## config.mk

```make
export PLATFORM = sky130hd
export DESIGN_NAME = signed_int_to_decimal_ascii_unit
export DESIGN_NICKNAME = d
export VERILOG_FILES = /design/src/rtl/sitda_pkg.sv /design/src/rtl/sitda_dp.sv /design/src/rtl/sitda_ctrl.sv /design/src/rtl/signed_int_to_decimal_ascii_unit.sv
export SDC_FILE = /design/constraint.sdc
export NUM_CORES = 1
export LEC_CHECK = 0
export ABC_AREA = 0
export BUFFER_PORTS_ARGS = -buffer_cell sky130_fd_sc_hd__buf_4
export CORE_MARGIN = 2
export CORE_UTILIZATION = 33
export CTS_CLUSTER_SIZE = 28
export DETAILED_ROUTE_END_ITERATION = 8
export MAX_ROUTING_LAYER = met4
export PLACE_DENSITY = 0.59
export SYNTH_ARGS = -nofsm -noshare
export SYNTH_HDL_FRONTEND = slang
export SYNTH_SLANG_ARGS = --single-unit
```

## constraint.sdc

```tcl
create_clock -name i_clk -period 6 [get_ports i_clk]
set_input_delay 0.9 -clock i_clk [delete_from_list [all_inputs] [get_ports i_clk]]
set_output_delay 0.9 -clock i_clk [all_outputs]
set_load 0.01 [all_outputs]
```

## src/rtl/sitda_pkg.sv

```systemverilog
// Shared constants and control/status types for the integer-to-decimal text unit.
`default_nettype none

package sitda_pkg;

    localparam int VALUE_W    = 32;
    localparam int NUM_DIGITS = 10;
    localparam int BCD_W      = 4 * NUM_DIGITS;
    localparam int IDX_W      = 4;
    localparam int CNT_W      = 5;
    localparam int CHAR_W     = 6;

    localparam logic [CNT_W-1:0]  LAST_SHIFT = CNT_W'(VALUE_W - 1);
    localparam logic [CHAR_W-1:0] CHAR_MINUS = 6'd45;
    localparam logic [CHAR_W-1:0] CHAR_ZERO  = 6'd48;

    // Commands from the controller to the datapath
    typedef struct packed {
        logic load;       // capture sign and magnitude of a new value
        logic shift;      // one shift-and-add-3 conversion step
        logic emit_sign;  // output mux selects the minus sign
        logic digit_adv;  // step to the next lower digit
    } t_cmd;

    // Status from the datapath to the controller
    typedef struct packed {
        logic negative;   // value being converted is negative
        logic conv_done;  // current shift step is the final one
        logic digit_last; // current digit is the least significant
    } t_stat;

endpackage

`default_nettype wire

```

## src/rtl/sitda_dp.sv

```systemverilog
// Datapath: double-dabble binary-to-BCD converter and character output mux.
`default_nettype none

module sitda_dp (
    input  wire                              i_clk,
    input  wire                              i_rst_n,
    input  wire  signed [sitda_pkg::VALUE_W-1:0] i_value,
    input  wire  sitda_pkg::t_cmd            i_cmd,
    output sitda_pkg::t_stat                 o_stat,
    output logic [sitda_pkg::CHAR_W-1:0]     o_character
);

    logic [sitda_pkg::VALUE_W-1:0] r_bin;
    logic [sitda_pkg::BCD_W-1:0]   r_bcd;
    logic                          r_neg;
    logic [sitda_pkg::CNT_W-1:0]   r_cnt;
    logic [sitda_pkg::IDX_W-1:0]   r_idx;

    logic [sitda_pkg::BCD_W-1:0]   n_bcd;
    logic [sitda_pkg::BCD_W-1:0]   adj_bcd;
    logic [sitda_pkg::IDX_W-1:0]   n_msd;
    logic [sitda_pkg::VALUE_W-1:0] raw;
    logic [3:0]                    cur_digit;

    assign raw = i_value;

    // Add 3 to every digit of 5 or more, then shift in the next magnitude bit
    always_comb begin
        for (int i = 0; i < sitda_pkg::NUM_DIGITS; i++) begin
            if (r_bcd[4*i +: 4] >= 4'd5) begin
                adj_bcd[4*i +: 4] = r_bcd[4*i +: 4] + 4'd3;
            end else begin
                adj_bcd[4*i +: 4] = r_bcd[4*i +: 4];
            end
        end
        n_bcd = {adj_bcd[sitda_pkg::BCD_W-2:0], r_bin[sitda_pkg::VALUE_W-1]};
    end

    // Most significant nonzero digit of the next BCD value; zero gives digit 0
    always_comb begin
        n_msd = '0;
        for (int i = 0; i < sitda_pkg::NUM_DIGITS; i++) begin
            if (n_bcd[4*i +: 4] != 4'd0) begin
                n_msd = sitda_pkg::IDX_W'(i);
            end
        end
    end

    // Conversion registers
    always_ff @(posedge i_clk) begin
        if (!i_rst_n) begin
            r_cnt <= '0;
        end else if (i_cmd.load) begin
            r_cnt <= '0;
        end else if (i_cmd.shift) begin
            r_cnt <= r_cnt + 1'b1;
        end
    end

    always_ff @(posedge i_clk) begin
        if (i_cmd.load) begin
            r_neg <= raw[sitda_pkg::VALUE_W-1];
            r_bin <= raw[sitda_pkg::VALUE_W-1] ? (~raw + 1'b1) : raw;
            r_bcd <= '0;
        end else if (i_cmd.shift) begin
            r_bin <= {r_bin[sitda_pkg::VALUE_W-2:0], 1'b0};
            r_bcd <= n_bcd;
        end
    end

    // Digit pointer: set to the leading digit on each step, counts down on emit
    always_ff @(posedge i_clk) begin
        if (i_cmd.shift) begin
            r_idx <= n_msd;
        end else if (i_cmd.digit_adv) begin
            r_idx <= r_idx - 1'b1;
        end
    end

    assign cur_digit = r_bcd[{r_idx, 2'b00} +: 4];

    always_comb begin
        o_stat.negative   = r_neg;
        o_stat.conv_done  = (r_cnt == sitda_pkg::LAST_SHIFT);
        o_stat.digit_last = (r_idx == '0);
        o_character = i_cmd.emit_sign ? sitda_pkg::CHAR_MINUS
                                      : sitda_pkg::CHAR_ZERO + {2'b00, cur_digit};
    end

endmodule

`default_nettype wire

```

## src/rtl/sitda_ctrl.sv

```systemverilog
// Controller: sequences load, conversion steps and character emission.
`default_nettype none

module sitda_ctrl (
    input  wire               i_clk,
    input  wire               i_rst_n,
    input  wire               i_valid,
    output logic              o_ready,
    output logic              o_valid,
    input  wire               i_ready,
    output logic              o_last,
    input  wire  sitda_pkg::t_stat i_stat,
    output sitda_pkg::t_cmd   o_cmd
);

    localparam logic [1:0] S_IDLE  = 2'd0;
    localparam logic [1:0] S_CONV  = 2'd1;
    localparam logic [1:0] S_SIGN  = 2'd2;
    localparam logic [1:0] S_DIGIT = 2'd3;

    logic [1:0] r_state;
    logic [1:0] n_state;
    logic       out_take;

    assign out_take = o_valid && i_ready;

    // Next state and command decode
    always_comb begin
        n_state       = r_state;
        o_cmd         = '0;
        o_ready       = 1'b0;
        o_valid       = 1'b0;
        o_last        = 1'b0;
        unique case (r_state)
            S_IDLE: begin
                o_ready   = 1'b1;
                o_cmd.load = i_valid;
                if (i_valid) begin
                    n_state = S_CONV;
                end
            end
            S_CONV: begin
                o_cmd.shift = 1'b1;
                if (i_stat.conv_done) begin
                    n_state = i_stat.negative ? S_SIGN : S_DIGIT;
                end
            end
            S_SIGN: begin
                o_valid        = 1'b1;
                o_cmd.emit_sign = 1'b1;
                if (out_take) begin
                    n_state = S_DIGIT;
                end
            end
            S_DIGIT: begin
                o_valid = 1'b1;
                o_last  = i_stat.digit_last;
                if (out_take) begin
                    if (i_stat.digit_last) begin
                        n_state = S_IDLE;
                    end else begin
                        o_cmd.digit_adv = 1'b1;
                    end
                end
            end
            default: begin
                n_state = S_IDLE;
            end
        endcase
    end

    always_ff @(posedge i_clk) begin
        if (!i_rst_n) begin
            r_state <= S_IDLE;
        end else begin
            r_state <= n_state;
        end
    end

endmodule

`default_nettype wire

```

## src/rtl/signed_int_to_decimal_ascii_unit.sv

```systemverilog
// Top level: signed 32-bit integer to decimal ASCII text, one character per word.
//
// Input channel (i_valid/o_ready) takes one signed 32-bit value per word.
// Output channel (o_valid/i_ready) returns its decimal text, most significant
// character first: a minus sign for negative values, then the digits with no
// leading zeros (zero gives a single '0'). o_last marks the final character.
// A value yields 1 to 11 output words.
//
// One value is handled at a time. After acceptance the magnitude goes through
// 32 double-dabble steps, one per cycle, in a single shared add-3/shift unit;
// the first character appears once the final step is done. Characters then
// leave at one per cycle while the receiver is ready, and the next value can
// be accepted only after the final character has been taken. o_ready is high
// only while the unit is idle.
//
// When the receiver holds i_ready low, the current character and o_last stay
// stable and the unit waits. Synchronous active-low reset returns the unit to
// idle and discards any value in progress.
`default_nettype none

module signed_int_to_decimal_ascii_unit (
    input  wire                                  i_clk,
    input  wire                                  i_rst_n,
    input  wire                                  i_valid,
    output logic                                 o_ready,
    input  wire  signed [sitda_pkg::VALUE_W-1:0] i_value,
    output logic                                 o_valid,
    input  wire                                  i_ready,
    output logic [sitda_pkg::CHAR_W-1:0]         o_character,
    output logic                                 o_last
);

    sitda_pkg::t_cmd  cmd;
    sitda_pkg::t_stat stat;

    sitda_ctrl u_ctrl (
        .i_clk   (i_clk),
        .i_rst_n (i_rst_n),
        .i_valid (i_valid),
        .o_ready (o_ready),
        .o_valid (o_valid),
        .i_ready (i_ready),
        .o_last  (o_last),
        .i_stat  (stat),
        .o_cmd   (cmd)
    );

    sitda_dp u_dp (
        .i_clk       (i_clk),
        .i_rst_n     (i_rst_n),
        .i_value     (i_value),
        .i_cmd       (cmd),
        .o_stat      (stat),
        .o_character (o_character)
    );

    // Input and output sides are never open at the same time
    a_exclusive: assert property (@(posedge i_clk) disable iff (!i_rst_n)
        !(o_ready && o_valid))
        else $error("input ready while an output word is pending");

    // An accepted value is never answered in the next cycle
    a_conv_latency: assert property (@(posedge i_clk) disable iff (!i_rst_n)
        (i_valid && o_ready) |=> !o_valid)
        else $error("output word right after input acceptance");

    // Taking the last character frees the input side
    a_last_frees: assert property (@(posedge i_clk) disable iff (!i_rst_n)
        (o_valid && i_ready && o_last) |=> o_ready)
        else $error("unit not idle after final character");

    // A minus sign is never the final character
    a_sign_not_last: assert property (@(posedge i_clk) disable iff (!i_rst_n)
        (o_valid && o_character == sitda_pkg::CHAR_MINUS) |-> !o_last)
        else $error("minus sign flagged as last character");

endmodule

`default_nettype wire
```

==> results.toml <==
[timing]
setup_ws_ps = 2799
slew_viol_final = 0
relSlewSlack_pct = 53.40
layout_worst_path_cycle_share_pct = 53.35
fmax_ghz = 0.3124
post-route-min-period_ps = 3201
rsz0062_at_grt = "no"
hold_viol_final = 0
fin_setup_tns_ps = 0
finalSetupViolations = 0
tightest_slew_ps = 699.0
fin_worst_skew_ps = 4.623

[finish]
fin_cells = 870
multi_input_area_um2 = 3147
post-route-util_pct = 39.04
ff_latch_area_um2 = 2052
final_common_cell = "nand2_1"
drive_above_1_share_pct = 13.00
area_growth_pct = 15.18
mostFrequentLayoutCells = "nand2_1 (75), nor2_1 (61), o21ai_0 (56)"
nNetsFinal = 713
fill_cells = 1664
antenna_cells = 0

[synth]
yosysUniqueCellTypes = 57
yosys_warnings = 0
ys_seq_area_share_pct = 37.83
synth-seq-cells = 84
synth_ff_type = "dfxtp_1"
synth_fa_ha_area_share_pct = 6.459
synth-edff-count = 37
syn_nets = 681
synthSimpleGateAreaFrac_pct = 18.59
synth.area.mux_share_pct = 9.089
synth-async-reset-ratio_pct = 0
synthXorXnorAreaFrac_pct = 7.105
synth_compound_area_share_pct = 16.61
synth_top_family_by_area = "simple AND/OR/NAND/NOR gates"
synthCells = 617
syn_area_per_cell_um2 = 8.791
synthesis.area_um2 = 5424

[critical_path]
r2r_slack_ps = 3420
worstPathArrival_ps = 2300
end_kind = "output port"
path_max_fanout = 16
crit_type = "reg -> out"
r2r_start = "u_ctrl.r_state[0]"
slowest_stage = "edfxtp_1"
r2r_cells = 8
path_cells = "mux4_2 > mux2i_1 > nor2_1 > a21oi_1 > nor2_1 > buf_4"
r2r_end = "u_dp.r_bin[31]"
crit_family = "flip-flops"
start_kind = "flop"
slowest_delay_ps = 800
crit_required_ps = 5100
crit_buf_inv = 1
worst_path_most_repeated_cell = "nor2_1"

[route]
vias_per_cell = 5.105
vias = 4441
drt_first_pass_iters = 6
drt-initial-drc-count = 319
drtAntennaViolNets = 0
drc = 0
wl_um = 12000
wire_per_inst_um = 13.79

[cts]
hold_buffers = 0
cts_buffers = 9
cts.clk_slew.worst_paths_ps = 60
max-clock-path-buffers = 2
post_cts_buffers = 0
tritoncts = "built"
clock_latency_ps = 350
cts.sinks = 84
ctsResizeCount = 0
h-tree-depth = 3
cts-root-buf = "clkbuf_16"

[power_and_ir_drop]
peakVddDrop_mv = 0.1763
powerDensity_nw_per_um2 = 482.2
power.leakage_nw = 2.444

[die]
row_count = 46
start_util_pct = 33.90
die_area_um2 = 17480
die_w_um = 132.2
fp.coreArea_um2 = 16000
io_pins = 45
chipHeight_um = 132.2

[global_route]
grt_pass1_vias = 4246
grt_pass1_wl_um = 20400
grt_use_total_pct = 14.55
overflow = 0
grt_max_degree = 68
antenna_found_initial = 0

[outcome]
status = "finished clean"

[hold_path]
hold_end = "u_dp.r_bcd[0]"
hp-class = "reg -> reg"
hp-start = "u_dp.r_bin[31]"
hold-path-cell-count = 2

[placed_design]
dpl.cell_count = 854
pre_cts_ws_ps = 3070
port_buffers = 43
place.gp.congestion = 0.8394
dp_hpwl_um = 8697

[job]
drv_cap = 0
-- metrics by stage --
step | area [µm²] | hold WS [ps] | power (mW)
after floorplan | 5424 | 456.7 | 2.099
after global placement | 5953 | 463.9 | 2.422
after detailed placement | 5953 | 472.4 | 2.483
after CTS | 6247 | 488.7 | 3.044
after global routing | 6247 | 548.6 | 3.282
final | 6247 | 482.4 | 3.012
-- where the power goes --
part	internal [mW]	switching [mW]
clock	0.308	0.245
combinational	0.573	0.769
sequential	0.905	0.212
-- worst register-to-register path: cells and delay by family (launching register included) --
family	cells	cell delay, ps
AND/OR/NAND/NOR	2	230
buffers and inverters	4	1360
flip-flops	1	400
AO/OA/AOI/OAI	1	70
adder cells (fa/ha/maj)	1	270
-- state kept, by name, summed over array words and instances, names as in the netlist --
register	flops
u_dp.r_bcd	40
u_dp.r_bin	32
u_dp.r_cnt	5
u_dp.r_idx	4
u_dp.r_neg	1
u_ctrl.r_state	2
-- metal layers --
metal | up-vias | part of all wire [%] | track usage [%]
met4 | 0 | 1.1 | 3.763
li1 | 2252 | - | -
met2 | 99 | 46 | 22.69
met5 | - | 0 | -
met1 | 2078 | 47 | 19.02
met3 | 12 | 5.7 | 3.499
-- area by class of cell --
type / instances / share of cell area, %
Tap cell: 216 / 4.326
Clock inverter: 6 / 0.7010
Sequential cell: 84 / 32.85
Timing Repair Buffer: 48 / 5.768
Clock buffer: 10 / 4.006
Multi-Input combinational cell: 473 / 50.37
Inverter: 33 / 1.983
-- synthesized netlist by cell type, drive strengths merged, types with 12 or more instances --
cell type | instances | area share, %
nand2b | 14 | 1.6
xnor2 | 18 | 2.9
edfxtp | 37 | 20
o21ai | 68 | 6.3
xor2 | 26 | 4.2
nor2 | 61 | 4.2
nand2 | 77 | 5.4
inv | 32 | 2.2
ha | 28 | 6.5
mux2i | 29 | 5.4
dfxtp | 47 | 17
a21oi | 38 | 3.5
clkbuf | 23 | 1.6
a211oi | 12 | 1.7
nor3b | 14 | 1.9
-- cell families (layout without fill, tap and decap cells) --
kind of cell | after synthesis | after routing
other | 1 | 1
multiplexers | 39 | 39
flip-flops | 84 | 84
AO/OA/AOI/OAI | 151 | 151
adder cells (fa/ha/maj) | 28 | 28
XOR/XNOR | 44 | 44
buffers and inverters | 60 | 97
AND/OR/NAND/NOR | 210 | 210
-- how the worst max path moves through the flow --
| stage | to | from | depth (start not counted) | slack [ps] |
|---|---|---|---|---|
| 3_3_place_gp | u_dp.r_bin[24] | i_value[12] | 7 | 3090 |
| 4_1_cts | o_character[1] | u_dp.r_idx[0] | 6 | 2790 |
| 6_report | o_character[1] | u_dp.r_idx[0] | 6 | 2800 |
| 3_5_place_dp | u_dp.r_bin[24] | i_value[12] | 7 | 3070 |
| 5_1_grt | o_character[1] | u_dp.r_idx[0] | 6 | 2600 |
| 2_1_floorplan | u_dp.r_bin[29] | i_value[20] | 7 | 3360 |
(Power assumes the default switching activity.)
